--- src/hw/rtl/cfr_pkg.sv ---
`timescale 1ns / 1ps

package cfr_pkg;

  localparam int unsigned KEPT_BYTES   = 6;
  localparam int unsigned HEADER_BYTES = 2;
  localparam logic [7:0]  SYNC_RESET   = 8'h5B;
  localparam logic [7:0]  OPCODE_RESET = 8'h0A;

  // configuration register indexes
  localparam logic [7:0] REG_SYNC_VALUE  = 8'd0;
  localparam logic [7:0] REG_DATA_OPCODE = 8'd1;

  // input operation codes
  localparam logic OP_RX_BYTE  = 1'b0;
  localparam logic OP_REQ_SENT = 1'b1;

  typedef enum logic [1:0] {
    PH_HUNT    = 2'd0,
    PH_LEN     = 2'd1,
    PH_PAYLOAD = 2'd2,
    PH_CSUM    = 2'd3
  } phase_t;

  typedef enum logic [2:0] {
    ST_DATA_OK  = 3'd0,
    ST_OTHER_OK = 3'd1,
    ST_BAD_SUM  = 3'd2,
    ST_LATCHED  = 3'd3,
    ST_TOO_LONG = 3'd4
  } status_t;

  typedef struct packed {
    logic       operation;
    logic [7:0] rx_byte;
  } in_item_t;

  typedef struct packed {
    logic [2:0]  status;
    logic [7:0]  opcode;
    logic [15:0] voltage_reading;
    logic [15:0] current_reading;
    logic [7:0]  protect_state;
  } out_item_t;

  typedef struct packed {
    logic [7:0] sync_value;
    logic [7:0] data_opcode;
  } cfg_t;

endpackage

--- src/hw/rtl/cfr_parser.sv ---
`timescale 1ns / 1ps

module cfr_parser #(
  parameter int unsigned BUFFER_BYTES = 20
) (
  input  logic               clk,
  input  logic               rst,
  input  cfr_pkg::cfg_t      cfg,
  input  logic               item_valid,
  input  cfr_pkg::in_item_t  item,
  output logic               res_valid,
  output cfr_pkg::out_item_t res
);

  localparam int unsigned MAX_LEN = BUFFER_BYTES - cfr_pkg::HEADER_BYTES - 1;
  localparam int unsigned LEN_W   = $clog2(MAX_LEN + 1);

  cfr_pkg::phase_t phase, phase_next;
  logic [LEN_W-1:0] payload_length, payload_length_next;
  logic [LEN_W-1:0] byte_index, byte_index_next;
  logic [7:0]       running_sum, running_sum_next;
  logic [7:0]       frame_bytes [cfr_pkg::KEPT_BYTES];
  logic [7:0]       frame_bytes_next [cfr_pkg::KEPT_BYTES];
  logic [15:0]      stored_voltage, stored_voltage_next;
  logic [15:0]      stored_current, stored_current_next;
  logic [7:0]       stored_protect, stored_protect_next;
  logic             done_latch, done_latch_next;

  logic [7:0]       b;
  logic             too_long;
  logic [LEN_W-1:0] idx_inc;
  logic [7:0]       opc;
  logic             emit;
  cfr_pkg::status_t status;
  logic [7:0]       opcode_out;

  assign b        = item.rx_byte;
  assign too_long = ({2'b00, b} > 10'(MAX_LEN));
  assign idx_inc  = byte_index + LEN_W'(1);
  assign opc      = (payload_length != '0) ? frame_bytes[0] : 8'd0;

  always_comb begin
    phase_next          = phase;
    payload_length_next = payload_length;
    byte_index_next     = byte_index;
    running_sum_next    = running_sum;
    frame_bytes_next    = frame_bytes;
    stored_voltage_next = stored_voltage;
    stored_current_next = stored_current;
    stored_protect_next = stored_protect;
    done_latch_next     = done_latch;
    emit                = 1'b0;
    status              = cfr_pkg::ST_OTHER_OK;
    opcode_out          = 8'd0;
    if (item_valid) begin
      if (item.operation == cfr_pkg::OP_REQ_SENT) begin
        done_latch_next = 1'b0;
      end else begin
        case (phase)
          cfr_pkg::PH_HUNT: begin
            if (b == cfg.sync_value) begin
              for (int i = 0; i < cfr_pkg::KEPT_BYTES; i++) begin
                frame_bytes_next[i] = 8'd0;
              end
              running_sum_next    = b;
              byte_index_next     = '0;
              payload_length_next = '0;
              phase_next          = cfr_pkg::PH_LEN;
            end
          end
          cfr_pkg::PH_LEN: begin
            if (too_long) begin
              phase_next = cfr_pkg::PH_HUNT;
              emit       = 1'b1;
              status     = cfr_pkg::ST_TOO_LONG;
            end else begin
              payload_length_next = LEN_W'(b);
              running_sum_next    = running_sum + b;
              byte_index_next     = '0;
              phase_next          = (b == 8'd0) ? cfr_pkg::PH_CSUM : cfr_pkg::PH_PAYLOAD;
            end
          end
          cfr_pkg::PH_PAYLOAD: begin
            for (int i = 0; i < cfr_pkg::KEPT_BYTES; i++) begin
              if (byte_index == LEN_W'(i)) begin
                frame_bytes_next[i] = b;
              end
            end
            running_sum_next = running_sum + b;
            byte_index_next  = idx_inc;
            if (idx_inc >= payload_length) begin
              phase_next = cfr_pkg::PH_CSUM;
            end
          end
          cfr_pkg::PH_CSUM: begin
            phase_next = cfr_pkg::PH_HUNT;
            emit       = 1'b1;
            opcode_out = opc;
            if (b != running_sum) begin
              status = cfr_pkg::ST_BAD_SUM;
            end else if (done_latch) begin
              status = cfr_pkg::ST_LATCHED;
            end else begin
              done_latch_next = 1'b1;
              if (payload_length != '0 && opc == cfg.data_opcode) begin
                stored_voltage_next = {frame_bytes[2], frame_bytes[1]};
                stored_current_next = {frame_bytes[4], frame_bytes[3]};
                stored_protect_next = frame_bytes[5];
                status              = cfr_pkg::ST_DATA_OK;
              end
            end
          end
          default: begin
            phase_next = cfr_pkg::PH_HUNT;
          end
        endcase
      end
    end
  end

  assign res_valid = emit;
  assign res       = '{status: status, opcode: opcode_out,
                       voltage_reading: stored_voltage_next,
                       current_reading: stored_current_next,
                       protect_state: stored_protect_next};

  always_ff @(posedge clk) begin
    if (rst) begin
      phase          <= cfr_pkg::PH_HUNT;
      payload_length <= '0;
      byte_index     <= '0;
      running_sum    <= 8'd0;
      for (int i = 0; i < cfr_pkg::KEPT_BYTES; i++) begin
        frame_bytes[i] <= 8'd0;
      end
      stored_voltage <= 16'd0;
      stored_current <= 16'd0;
      stored_protect <= 8'd0;
      done_latch     <= 1'b0;
    end else begin
      phase          <= phase_next;
      payload_length <= payload_length_next;
      byte_index     <= byte_index_next;
      running_sum    <= running_sum_next;
      frame_bytes    <= frame_bytes_next;
      stored_voltage <= stored_voltage_next;
      stored_current <= stored_current_next;
      stored_protect <= stored_protect_next;
      done_latch     <= done_latch_next;
    end
  end

endmodule

--- src/hw/rtl/cfr_out_queue.sv ---
`timescale 1ns / 1ps

module cfr_out_queue (
  input  logic               clk,
  input  logic               rst,
  input  logic               push,
  input  cfr_pkg::out_item_t push_data,
  output logic               has_room,
  output logic               out_valid,
  input  logic               out_ready,
  output cfr_pkg::out_item_t out_data
);

  // head register drives the port, skid register catches a result when head stalls
  cfr_pkg::out_item_t head, skid;
  logic               head_valid, skid_valid;
  logic               pop;

  assign out_valid = head_valid;
  assign out_data  = head;
  assign has_room  = !skid_valid;
  assign pop       = head_valid && out_ready;

  always_ff @(posedge clk) begin
    if (rst) begin
      head_valid <= 1'b0;
      skid_valid <= 1'b0;
    end else begin
      if (pop) begin
        if (skid_valid) begin
          head_valid <= 1'b1;
          skid_valid <= push;
        end else begin
          head_valid <= push;
        end
      end else if (push) begin
        if (head_valid) begin
          skid_valid <= 1'b1;
        end else begin
          head_valid <= 1'b1;
        end
      end
    end
  end

  always_ff @(posedge clk) begin
    if (pop) begin
      if (skid_valid) begin
        head <= skid;
        if (push) begin
          skid <= push_data;
        end
      end else if (push) begin
        head <= push_data;
      end
    end else if (push) begin
      if (head_valid) begin
        skid <= push_data;
      end else begin
        head <= push_data;
      end
    end
  end

endmodule

--- src/hw/rtl/checksum_frame_receiver.sv ---
`timescale 1ns / 1ps

// channel  direction  payload                      handshake
// cfg      in         cfg_index[7:0], cfg_data     cfg_valid / cfg_ready (always ready)
// in       in         in_data (operation, rx_byte) in_valid / in_ready
// out      out        out_data (status ... protect) out_valid / out_ready
//
// one request per cycle while in_ready is high: the parser state updates in the accepting
// cycle and the result, if any, lands in a two-entry output register the cycle after
// in_ready drops only while both output entries hold undelivered results
// synchronous active-high reset clears parser state, readings, latch, and restores config defaults
// config writes take effect on the next cycle

module checksum_frame_receiver #(
  parameter int unsigned BUFFER_BYTES = 20
) (
  input  logic               clk,
  input  logic               rst,
  input  logic               cfg_valid,
  output logic               cfg_ready,
  input  logic [7:0]         cfg_index,
  input  logic [7:0]         cfg_data,
  input  logic               in_valid,
  output logic               in_ready,
  input  cfr_pkg::in_item_t  in_data,
  output logic               out_valid,
  input  logic               out_ready,
  output cfr_pkg::out_item_t out_data
);

  cfr_pkg::cfg_t      cfg;
  logic               accept;
  logic               res_valid;
  cfr_pkg::out_item_t res;
  logic               has_room;

  assign cfg_ready = 1'b1;
  assign in_ready  = has_room;
  assign accept    = in_valid && has_room;

  // configuration registers
  always_ff @(posedge clk) begin
    if (rst) begin
      cfg.sync_value  <= cfr_pkg::SYNC_RESET;
      cfg.data_opcode <= cfr_pkg::OPCODE_RESET;
    end else if (cfg_valid) begin
      case (cfg_index)
        cfr_pkg::REG_SYNC_VALUE:  cfg.sync_value  <= cfg_data;
        cfr_pkg::REG_DATA_OPCODE: cfg.data_opcode <= cfg_data;
        default: ;
      endcase
    end
  end

  // frame parser: sync hunt, length, payload, sum-8 check
  cfr_parser #(
    .BUFFER_BYTES(BUFFER_BYTES)
  ) u_parser (
    .clk        (clk),
    .rst        (rst),
    .cfg        (cfg),
    .item_valid (accept),
    .item       (in_data),
    .res_valid  (res_valid),
    .res        (res)
  );

  // result register with skid entry
  cfr_out_queue u_out_queue (
    .clk       (clk),
    .rst       (rst),
    .push      (res_valid),
    .push_data (res),
    .has_room  (has_room),
    .out_valid (out_valid),
    .out_ready (out_ready),
    .out_data  (out_data)
  );

endmodule
--- config.mk ---
export PLATFORM = sky130hd
export DESIGN_NAME = checksum_frame_receiver
export DESIGN_NICKNAME = d
export VERILOG_FILES = /design/src/hw/rtl/cfr_pkg.sv /design/src/hw/rtl/cfr_parser.sv /design/src/hw/rtl/cfr_out_queue.sv /design/src/hw/rtl/checksum_frame_receiver.sv
export SDC_FILE = /design/constraint.sdc
export NUM_CORES = 1
export LEC_CHECK = 0
export ABC_AREA = 1
export ABC_CLOCK_PERIOD_IN_PS = 11550
export BUFFER_PORTS_ARGS = -buffer_cell sky130_fd_sc_hd__buf_2
export CAP_MARGIN = 0
export CORE_AREA = 10 10 169 234
export CTS_CLUSTER_DIAMETER = 50
export CTS_CLUSTER_SIZE = 14
export DETAILED_ROUTE_END_ITERATION = 8
export DIE_AREA = 0 0 179 244
export MAX_ROUTING_LAYER = met4
export SYNTH_ARGS = -nofsm -noshare
export SYNTH_HDL_FRONTEND = slang
export SYNTH_SLANG_ARGS = --single-unit
--- constraint.sdc ---
create_clock -name clk -period 11.55 [get_ports clk]
set_input_delay 1.155 -clock clk [delete_from_list [all_inputs] [get_ports clk]]
set_output_delay 1.155 -clock clk [all_outputs]
set_load 0.01 [all_outputs]
==> impl_results.md, run 1 <==
- Max Clk Rate: 281 MHz
- Largest net degree at the start of global routing: 86
- Crit-path max FO: 41
- Number of stages on the worst hold path: 2
- Number of gates resized after CTS: 0
- Area overhead of the layout relative to synthesis: 13.6%
- Total nets after synthesis: 1223
- DR vias: 7556
- Final TNS setup: 0 ns
- Number of antenna violations at the first check in global routing: 0
- Number of nets with antenna violations after detailed routing: 0
- Via count of the first global-routing pass: 7388
- Yosys cell types: 43
- Clock buffers created by TritonCTS: 22
- Leakage component of the power: 4.84 nW
- Cell Rows: 82
- Proportion of power drawn by the clock network: 44.1%
- Initial core utilization: 29.5%
- Count of fill cells added during filler insertion: 3698
- Largest area contributor in the netlist: edfxtp_1
- Net count reported at finish: 1290
- Area after DPL: 11200 um^2
- Relative slew slack: 24.7%
- Max-slew violation total from the final report: 0
- Final Hold Violating Endpoints: 0
- Global-route congestion overflow total: 0
- Maximum vdd drop: 0.0750 mV
- Number of enable-type register cells in the synthesized netlist: 102
- Crit Path Category: in -> reg
- Primary flip-flop cell chosen by synthesis mapping: dfxtp_1
- Power density of the placed cells: 131 nW/um^2
- Final worst hold slack: 0.446 ns
- Diode insertion count for antenna repair: 0
- Hold-fix buffers, CTS: 0
- Pre-Repair DR Iteration Count: 4
- Tightest Pin Transition: 1.13 ns
- Root Buffer: clkbuf_16
- Routability congestion estimate: 0.782
- Internal power consumption: 1.23 mW
- Y dimension of the die: 244 um
- Result of the run: finished clean
- Switching pwr: 330 uW
- Wire length reported by the detailed router: 23600 um
- Per-cell via count in the routed design: 4.41
- Placed instance count: 1676
- Number of synthesized register bits: 229
- Crit share post-route: 30.8%
- Horiz. Die Dim: 179 um
- Power consumption: 1.56 mW
- Routed wire length per instance: 13.8 um
- Class of the tightest hold or removal check: reg -> reg
- Cell types with the largest area share after synthesis: edfxtp_1, dfxtp_1, nand2_1
- Ranking of synthesized cells by instance count: nand2_1, dfxtp_1, a21oi_1
- Final cell area excluding filler cells: 11900 um^2
- Final std cells w/o fill: 1715
- Count of max-cap constraint violations: 0
- Async SR Flop Fraction: 0%
- H-tree level count: 1
- Launching element type of the critical path: primary input
- Clk_skew: 0.0156 ns
- RSZ-0062 raised after global routing: false
- Required arrival time at the worst endpoint: 11.82 ns
- Core area: 35400 um^2
- Clock Pin Slew Worst Setup and Hold Paths: 0.06 ns
- Number of warnings printed during yosys synthesis: 0
- Final setup violating endpoints: 0
- Overall routing resource usage: 11.0%
- Global-route wire length before repair: 38300 um
- Count of boundary I/O pins: 84
- Number of buffers inserted to repair setup after CTS: 0
- Worst slack, placed: 7.44 ns
- Avg Synthesized Cell Area: 8.92 um^2
- Netlist Area Pre-Place: 10400 um^2
- Net switching share of the total power: 21.2%
- Critical path endpoint category: register
- Count of mapped cells out of synthesis: 1171
- Full die area: 43700 um^2
- Total number of clock tree sinks: 229
- CTS tree: yes
- Register area share after synthesis: 53.7%
- Relative contribution of sequential cells to total power: 53.9%
- Final Core Density: 33.5%
- Starting DRC count in detailed routing: 295
- Clock latency on the worst-skew pair: 0.52 ns
- Area share of the largest cell type after synthesis: 29.3%
- Post-DP HPWL: 16300 um
- R2R cell count: 13
- Data arrival at the endpoint of the critical path: 3.83 ns
- Most used standard cell by instance count after synthesis: nand2_1
- Minimum clock period after layout: 3.56 ns
- Count of port buffers added during placement: 82
- Max Root-Sink Buffers: 3
- PnR worst setup slack: 7.99 ns
- Comb pwr share: 2.0%
- Fraction of final layout cells sized beyond drive strength 1: 21.0%
- Number of design rule violations left after detail routing: 0
==> critical path: stages <==
cell and delay, ns:
buf_2 0.15, ha_1 0.37, inv_1 0.12, nand3_1 0.11, nor3_2 0.24, nand2_1 0.17, nor2_4 0.10, buf_4 0.54
nand3_2 0.12, buf_4 0.32, nand2_1 0.20, nand2_2 0.07, nand2_1 0.06, nand2_1 0.05
==> layout by cell type, fill, tap and decap left out, types with 29 or more instances in the layout <==
cell	n
a21oi_1	103
buf_2	82
dfxtp_1	127
edfxtp_1	102
inv_1	97
nand2_1	339
nand2_2	73
nand3_1	29
nand3_2	44
nor2_1	73
o21ai_0	43
==> routing by layer <==
metal  routed length, um  global-route usage (%)  part of all wire (%)  up-vias
li1                    -                       -                     -     3919
met1               10200                    12.7                    43     3494
met2               12100                    19.3                    51      119
met3                 855                    1.42                   3.6       24
met4                 494                    3.66                   2.1        0
met5                   0                       -                     0        -
==> final timing paths <==
path	start	to	slack [ns]
worst max-delay path	in_data[3]	u_out_queue.out_data[12]	7.99
worst min-delay path	u_parser.running_sum[4]	u_parser.running_sum[4]	0.45
worst max register to register	u_parser.running_sum[2]	u_out_queue.out_data[12]	8.48
worst min register to register	u_parser.running_sum[4]	u_parser.running_sum[4]	0.45
==> kinds of logic after synthesis <==
kind of cell,after synthesis,synth area share [%]
AOI/OAI and AO/OA,160,7.99
xor gates and xnor gates,13,1.09
adders and majority gates,22,2.71
buffers and inverters,152,6.77
DFF,229,53.7
muxes,1,0.0958
other,1,0.0359
and+or+nand+nor,593,27.6
==> flip-flops by register name, summed over array words and instances (netlist names), 5 cells and up, named ones only <==
name,flops
u_out_queue.out_data,51
u_parser.running_sum,8
u_parser.stored_voltage,16
cfg,16
u_parser.payload_length,5
u_parser.stored_protect,8
u_parser.stored_current,16
u_parser.byte_index,5
u_out_queue.skid,51
u_parser.frame_bytes,48
==> cell type report <==
class	count	area, um^2	area share (%)
Clock buffer	34	627	5.28
Multi-Input combinational cell	790	4150	35.0
Sequential cell	229	5610	47.2
Tap cell	462	578	4.87
Inverter	106	398	3.35
Timing Repair Buffer	89	463	3.90
Clock inverter	5	46.3	0.390
==> power groups by stage <==
| stage | Combinational, mW | Sequential, mW | Clock (mW) |
|---|---|---|---|
| CTS | 0.0311 | 0.839 | 0.710 |
| floorplan | 0.0180 | 0.857 | 0 |
| global placement | 0.0306 | 0.857 | 0 |
| detailed placement | 0.0310 | 0.857 | 0 |
| global route | 0.0346 | 0.838 | 0.745 |
| finish | 0.0307 | 0.839 | 0.687 |
Note: power is estimated with default switching activity, not from simulation.
==> run 2: changes to the inputs <==
- ABC_AREA: 1 -> 0
- ABC_CLOCK_PERIOD_IN_PS: 11550 -> 3350
- CORE_AREA: 10 10 169 234 -> 10 10 162 225
- DIE_AREA: 0 0 179 244 -> 0 0 172 235
- clock period: 11.55 -> 3.35 ns (I/O delays scaled with it)
==> impl_results.md, run 2 <==
- Final setup violating endpoints: 0 (unchanged)
- Class of the tightest hold or removal check: in -> reg
- Netlist Area Pre-Place: 9550 um^2 (-8.5%)
- Cell types with the largest area share after synthesis: edfxtp_1, dfxtp_1, mux2i_1
- Crit Path Category: reg -> reg
- Wire length reported by the detailed router: 22300 um (-5.7%)
- Most used standard cell by instance count after synthesis: nor2_1
- Met1 routed wirelength after detailed routing: 9460 um (-7.0%)
- Primary flip-flop cell chosen by synthesis mapping: dfxtp_1
- Power density of the placed cells: 487 nW/um^2 (+270%)
- Maximum vdd drop: 0.291 mV (+290%)
- Net count reported at finish: 987 (-23%)
- Count of port buffers added during placement: 82 (unchanged)
- Count of mapped cells out of synthesis: 852 (-27%)
- Required arrival time at the worst endpoint: 3.56 ns (-8.26 ns)
- Number of warnings printed during yosys synthesis: 0 (unchanged)
- Result of the run: finished clean
- Cell Rows: 78 (-4.9%)
- Critical path endpoint category: register
- Largest area contributor in the netlist: edfxtp_1
- Clock latency on the worst-skew pair: 0.51 ns (about the same)
- Met3 WL: 931 um (+8.9%)
- Clk_skew: 0.0225 ns (+0.00690 ns)
- Area share of the largest cell type after synthesis: 32.1% (+2.7 points)
- Post-DP HPWL: 15100 um (-7.3%)
- Initial core utilization: 29.7% (+0.15 points)
- Final cell area excluding filler cells: 11200 um^2 (-6.1%)
- Top routing layer used: met4
- Area after DPL: 10400 um^2 (-6.8%)
- Final TNS setup: 0 ns (unchanged)
- Number of synthesized register bits: 229 (unchanged)
- Area overhead of the layout relative to synthesis: 16.7%
- CTS tree: yes
- H-tree level count: 1 (unchanged)
- Count of boundary I/O pins: 84 (unchanged)
- Pre-Repair DR Iteration Count: 5 (+1)
- Avg Synthesized Cell Area: 11.2 um^2 (+26%)
- Yosys cell types: 58 (+35%)
- Via count of the first global-routing pass: 6167 (-17%)
- Most common library cell in the layout ignoring fill and taps: nor2_1
- Total nets after synthesis: 904 (-26%)
- Max Clk Rate: 369 MHz
- Minimum clock period after layout: 2.71 ns
- Y dimension of the die: 235 um (-3.7%)
- Ranking of synthesized cells by instance count: nor2_1, dfxtp_1, mux2i_1
- Max-slew violation total from the final report: 0 (unchanged)
- Register area share after synthesis: 58.7% (+5.0 points)
- Routability congestion estimate: 0.818 (+4.7%)
- Number of gates resized after CTS: 0 (unchanged)
- Full die area: 40400 um^2 (-7.5%)
- Number of antenna violations at the first check in global routing: 2 (+2)
- Horiz. Die Dim: 172 um (-3.9%)
- DR vias: 6218 (-18%)
- Max Root-Sink Buffers: 3 (unchanged)
- Data arrival at the endpoint of the critical path: 2.92 ns (-0.91 ns)
- Leading cell types in the layout, fill and taps excluded: nor2_1, dfxtp_1, mux2i_1, edfxtp_1, buf_2
- Clock buffers created by TritonCTS: 22 (unchanged)
- Root Buffer: clkbuf_16
- Global-route wire length before repair: 34800 um (-9.0%)
- Tightest Pin Transition: 0.863 ns (-0.267 ns)
- Leakage component of the power: 5.38 nW (+11%)
- Async SR Flop Fraction: 0% (unchanged)
- Crit-path max FO: 40 (-2.4%)
- Number of enable-type register cells in the synthesized netlist: 102 (unchanged)
- Crit share post-route: 80.9%
- Final Hold Violating Endpoints: 0 (unchanged)
- Count of max-cap constraint violations: 0 (unchanged)
- Clock Pin Slew Worst Setup and Hold Paths: 0.06 ns (about the same)
- WL met2: 11400 um (-6.0%)
- Per-cell via count in the routed design: 4.60 (+4.3%)
- Global-route congestion overflow total: 0 (unchanged)
- Core area: 32200 um^2 (-9.0%)
- Number of buffers inserted to repair setup after CTS: 0 (unchanged)
- Starting DRC count in detailed routing: 294 (-0.34%)
- Routed wire length per instance: 16.5 um (+20%)
- Fraction of final layout cells sized beyond drive strength 1: 15.1% (-5.8 points)
- Number of nets with antenna violations after detailed routing: 0 (unchanged)
- Relative slew slack: 42.5% (+18 points)
- RSZ-0062 raised after global routing: false
- Number of design rule violations left after detail routing: 0 (unchanged)
- Overall routing resource usage: 11.1% (+0.046 points)
- Total number of clock tree sinks: 229 (unchanged)
- Hold-fix buffers, CTS: 0 (unchanged)
- Launching element type of the critical path: register
- Largest net degree at the start of global routing: 82 (-4.7%)
==> run 2: critical path: stages (launching register included) <==
cell     delay (ns)
dfxtp_1        0.33
or4_1          0.54
nor2_1         0.21
nor4_1         0.13
nand4_2        0.10
buf_4          0.57
mux2i_1        0.37
a21oi_1        0.11
==> run 2: layout make-up <==
| cell class | count | area [um^2] |
|---|---|---|
| well taps | 400 | 500 |
| diodes | 2 | 5.00 |
| clock buffers | 36 | 677 |
| repair buffers | 94 | 541 |
| inverters | 59 | 221 |
| clock inverters | 4 | 37.5 |
| multi-input cells | 529 | 3560 |
| fillers | 3218 | 21100 |
| flip-flops and latches | 229 | 5610 |
==> run 2: metal layers <==
layer	track usage (%)	vias up
met4	3.47	0
met2	18.8	98
li1	-	3101
met1	12.9	2997
met5	-	-
met3	2.10	22
==> run 2: power by group <==
group          leakage [nW]  total [mW]  internal [mW]  switching [mW]
clock                 0.344        2.44           1.40            1.04
sequential             2.16        2.89           2.89        0.000370
combinational          2.88       0.104         0.0335          0.0701
total                  5.38        5.43           4.32            1.11
==> run 2: path summary, 6_finish.rpt <==
check	cells past startpoint	slack (ns)	startpoint	end
worst max-delay path	7	0.64	u_parser.payload_length[0]	u_out_queue.out_data[4]
worst min-delay path	3	0.07	cfg_data[6]	cfg[14]
worst max register to register	7	0.64	u_parser.payload_length[0]	u_out_queue.out_data[4]
worst min register to register	2	0.49	u_parser.running_sum[1]	u_parser.running_sum[1]
==> run 2: kinds of logic after synthesis <==
group | synth area share [%]
XOR/XNOR | 2.19
flip-flops | 58.7
AO/OA/AOI/OAI | 7.28
AND/OR/NAND/NOR | 13.0
buffers and inverters | 4.19
other | 0.0393
adder cells (fa/ha/maj) | 2.96
multiplexers | 11.6
==> run 2: per-stage QoR <==
step | cells | setup slack, ns | power (mW) | hold slack [ns] | util [%]
floorplan | 852 | 0.151 | 3.01 | 0.432 | -
global route | 1353 | 0.499 | 5.61 | 0.0736 | 34.6
detailed placement | 1311 | 0.589 | 3.06 | 0.484 | 32.4
finish | 1353 | 0.639 | 5.43 | 0.0701 | 34.6
global placement | 1311 | 0.642 | 3.06 | 0.474 | 32.4
CTS | 1351 | 0.631 | 5.50 | 0.0592 | 34.6
==> run 3: changes to the inputs <==
- ABC_CLOCK_PERIOD_IN_PS: 3350 -> 2400
- clock period: 3.35 -> 2.4 ns (I/O delays scaled with it)
==> impl_results.md, run 3 (same netlist as run 2, synthesis figures left out) <==
- Tightest Pin Transition: 0.873 ns (+0.00997 ns)
- Per-cell via count in the routed design: 4.62 (+0.60%)
- Pre-Repair DR Iteration Count: 4 (-1)
- Clock latency on the worst-skew pair: 0.51 ns (about the same)
- Global-route wire length before repair: 35300 um (+1.5%)
- Core area: 32200 um^2 (unchanged)
- Leading cell types in the layout, fill and taps excluded: nor2_1, dfxtp_1, edfxtp_1, mux2i_1, buf_2
- Final worst hold slack: 0.0253 ns (-0.0447 ns)
- Final setup violating endpoints: 0 (unchanged)
- Top routing layer used: met4
- Total number of clock tree sinks: 229 (unchanged)
- Category of cells accounting for the largest share of critical-path delay: simple AND/OR/NAND/NOR gates
- Result of the run: finished clean
- Y dimension of the die: 235 um (unchanged)
- Final Core Density: 35.8% (+1.1 points)
- Switching pwr: 1.59 mW (+43%)
- Wire length reported by the detailed router: 22500 um (+0.78%)
- Clock buffers created by TritonCTS: 23 (+4.5%)
- Clock Pin Slew Worst Setup and Hold Paths: 0.07 ns (about the same)
- Initial core utilization: 29.7% (unchanged)
- Routed wire length per instance: 16.2 um (-1.8%)
- Worst path cell trace: or4_1 > nor2_1 > nor4_1 > nand4_2 > buf_12 > mux2i_1 > a21oi_1
- Comb pwr share: 2.4% (+0.5 points)
- Leakage component of the power: 5.50 nW (+2.2%)
- Net switching share of the total power: 21.2% (+0.71 points)
- Max-slew violation total from the final report: 0 (unchanged)
- Placed instance count: 1340 (+2.2%)
- Proportion of power drawn by the clock network: 43.8% (-1.1 points)
- Full die area: 40400 um^2 (unchanged)
- Met1 routed wirelength after detailed routing: 9650 um (+2.0%)
- RSZ-0062 raised after global routing: true
- Global-route congestion overflow total: 0 (unchanged)
- Relative slew slack: 41.8% (-0.70 points)
- Clk_skew: 0.0195 ns (-0.00298 ns)
- Crit Path Category: reg -> reg
- Crit share post-route: 97.1% (+16 points)
- Count of max-cap constraint violations: 0 (unchanged)
- Data arrival at the endpoint of the critical path: 2.58 ns (-0.34 ns)
- Number of design rule violations left after detail routing: 0 (unchanged)
- Most common library cell in the layout ignoring fill and taps: nor2_1
- Area overhead of the layout relative to synthesis: 20.5%
- Crit-path max FO: 40 (unchanged)
- Relative contribution of sequential cells to total power: 53.8% (+0.6 points)
- Routability congestion estimate: 0.859 (+4.9%)
- Critical path endpoint category: register
- Max Root-Sink Buffers: 3 (unchanged)
- Fraction of final layout cells sized beyond drive strength 1: 19.0% (+3.9 points)
- Net count reported at finish: 1026 (+4.0%)
- Count of fill cells added during filler insertion: 3243 (+0.78%)
- Max Clk Rate: 429 MHz (+16%)
- Number of antenna violations at the first check in global routing: 0 (-2)
- Final std cells w/o fill: 1389 (+2.7%)
- Horiz. Die Dim: 172 um (unchanged)
- WL met2: 11200 um (-1.7%)
- Met3 WL: 878 um (-5.7%)
- Required arrival time at the worst endpoint: 2.65 ns (-0.91 ns)
- DR vias: 6422 (+3.3%)
- Root Buffer: clkbuf_16
- Final Hold Violating Endpoints: 0 (unchanged)
- Starting DRC count in detailed routing: 325 (+11%)
- Power density of the placed cells: 651 nW/um^2 (+34%)
- Crit path buffers/inverters: 1 (unchanged)
- Largest net degree at the start of global routing: 57 (-30%)
- Via count of the first global-routing pass: 6484 (+5.1%)
- Internal power consumption: 5.91 mW (+37%)
- Cell Rows: 78 (unchanged)
- Maximum cell stage delay along the critical path: 0.53 ns (-0.04 ns)
- Maximum vdd drop: 0.444 mV (+52%)
- Diode insertion count for antenna repair: 0 (-2)
- H-tree level count: 1 (unchanged)
- Launching element type of the critical path: register
- Minimum clock period after layout: 2.33 ns (-0.381 ns)
- Number of nets with antenna violations after detailed routing: 0 (unchanged)
- Post-DP HPWL: 15500 um (+2.7%)
- Crit-path slowest cell: or4_1
- Class of the tightest hold or removal check: in -> reg
- Count of port buffers added during placement: 82 (unchanged)
- Overall routing resource usage: 11.2% (+0.11 points)
- Count of boundary I/O pins: 84 (unchanged)
- CTS tree: yes
==> run 3: changes by cell type in the layout (fill, tap and decap cells not counted), moves of 2 or more <==
cell,change
buf_12,+3
buf_4,+26
clkbuf_16,-2
clkinv_2,+2
diode_2,-2
dlygate4sd3_1,+9
inv_6,+2
mux2i_1,-11
mux2i_2,+11
==> run 3: layout make-up <==
type	instances	area, um^2	area share (%)
Clock buffer	32	609	5.29
Clock inverter	8	68.8	0.598
Inverter	59	221	1.92
Multi-Input combinational cell	529	3620	31.5
Sequential cell	229	5610	48.7
Tap cell	400	500	4.35
Timing Repair Buffer	132	886	7.69
==> run 3: final timing paths <==
path	start	endpoint	slack, ns	cells past startpoint
worst max register to register	u_parser.payload_length[0]	u_out_queue.out_data[26]	0.07	7
worst min register to register	u_parser.running_sum[1]	u_parser.running_sum[1]	0.49	2
worst max-delay path	u_parser.payload_length[0]	u_out_queue.out_data[26]	0.07	7
worst min-delay path	cfg_data[5]	cfg[5]	0.03	3
==> run 3: worst register-to-register path, delay by kind of cell, from the launching register on <==
family          cells  cell delay, ns
compound gates      1            0.12
buf+inv             1            0.30
flops               1            0.32
mux                 1            0.43
simple gates        4            0.91
==> run 3: stage by stage <==
step           cell area, um^2  setup TNS (ns)  setup WS (ns)  power [mW]
3_5_place_dp             10700          -0.245        -0.0689        4.29
2_1_floorplan             9580               0         0.0200        4.21
3_3_place_gp             10700         -0.0868        -0.0506        4.29
4_1_cts                  11500               0        0.00106        7.60
5_1_grt                  11500          -0.391        -0.0366        7.76
6_report                 11500               0         0.0701        7.50
==> run 3: what timing repair did <==
item,in CTS,in global routing
endpoints found under the hold margin,14,0
hold buffers,9,0
setup buffers,0,0
endpoints found under the setup margin,0,43
gates resized for setup,0,12
==> run 3: layer usage <==
metal  GRT usage, %  up-vias
li1               -     3179
met3           1.66       43
met4           4.89        0
met2           18.6      123
met1           13.0     3077
met5              -        -
==> run 3: power by group through the flow <==
stage | clock [mW] | sequential, mW | combinational [mW]
after global placement | 0 | 4.12 | 0.164
after global routing | 3.53 | 4.03 | 0.195
after floorplan | 0 | 4.12 | 0.0846
after CTS | 3.39 | 4.04 | 0.179
after detailed placement | 0 | 4.12 | 0.166
final | 3.28 | 4.04 | 0.178
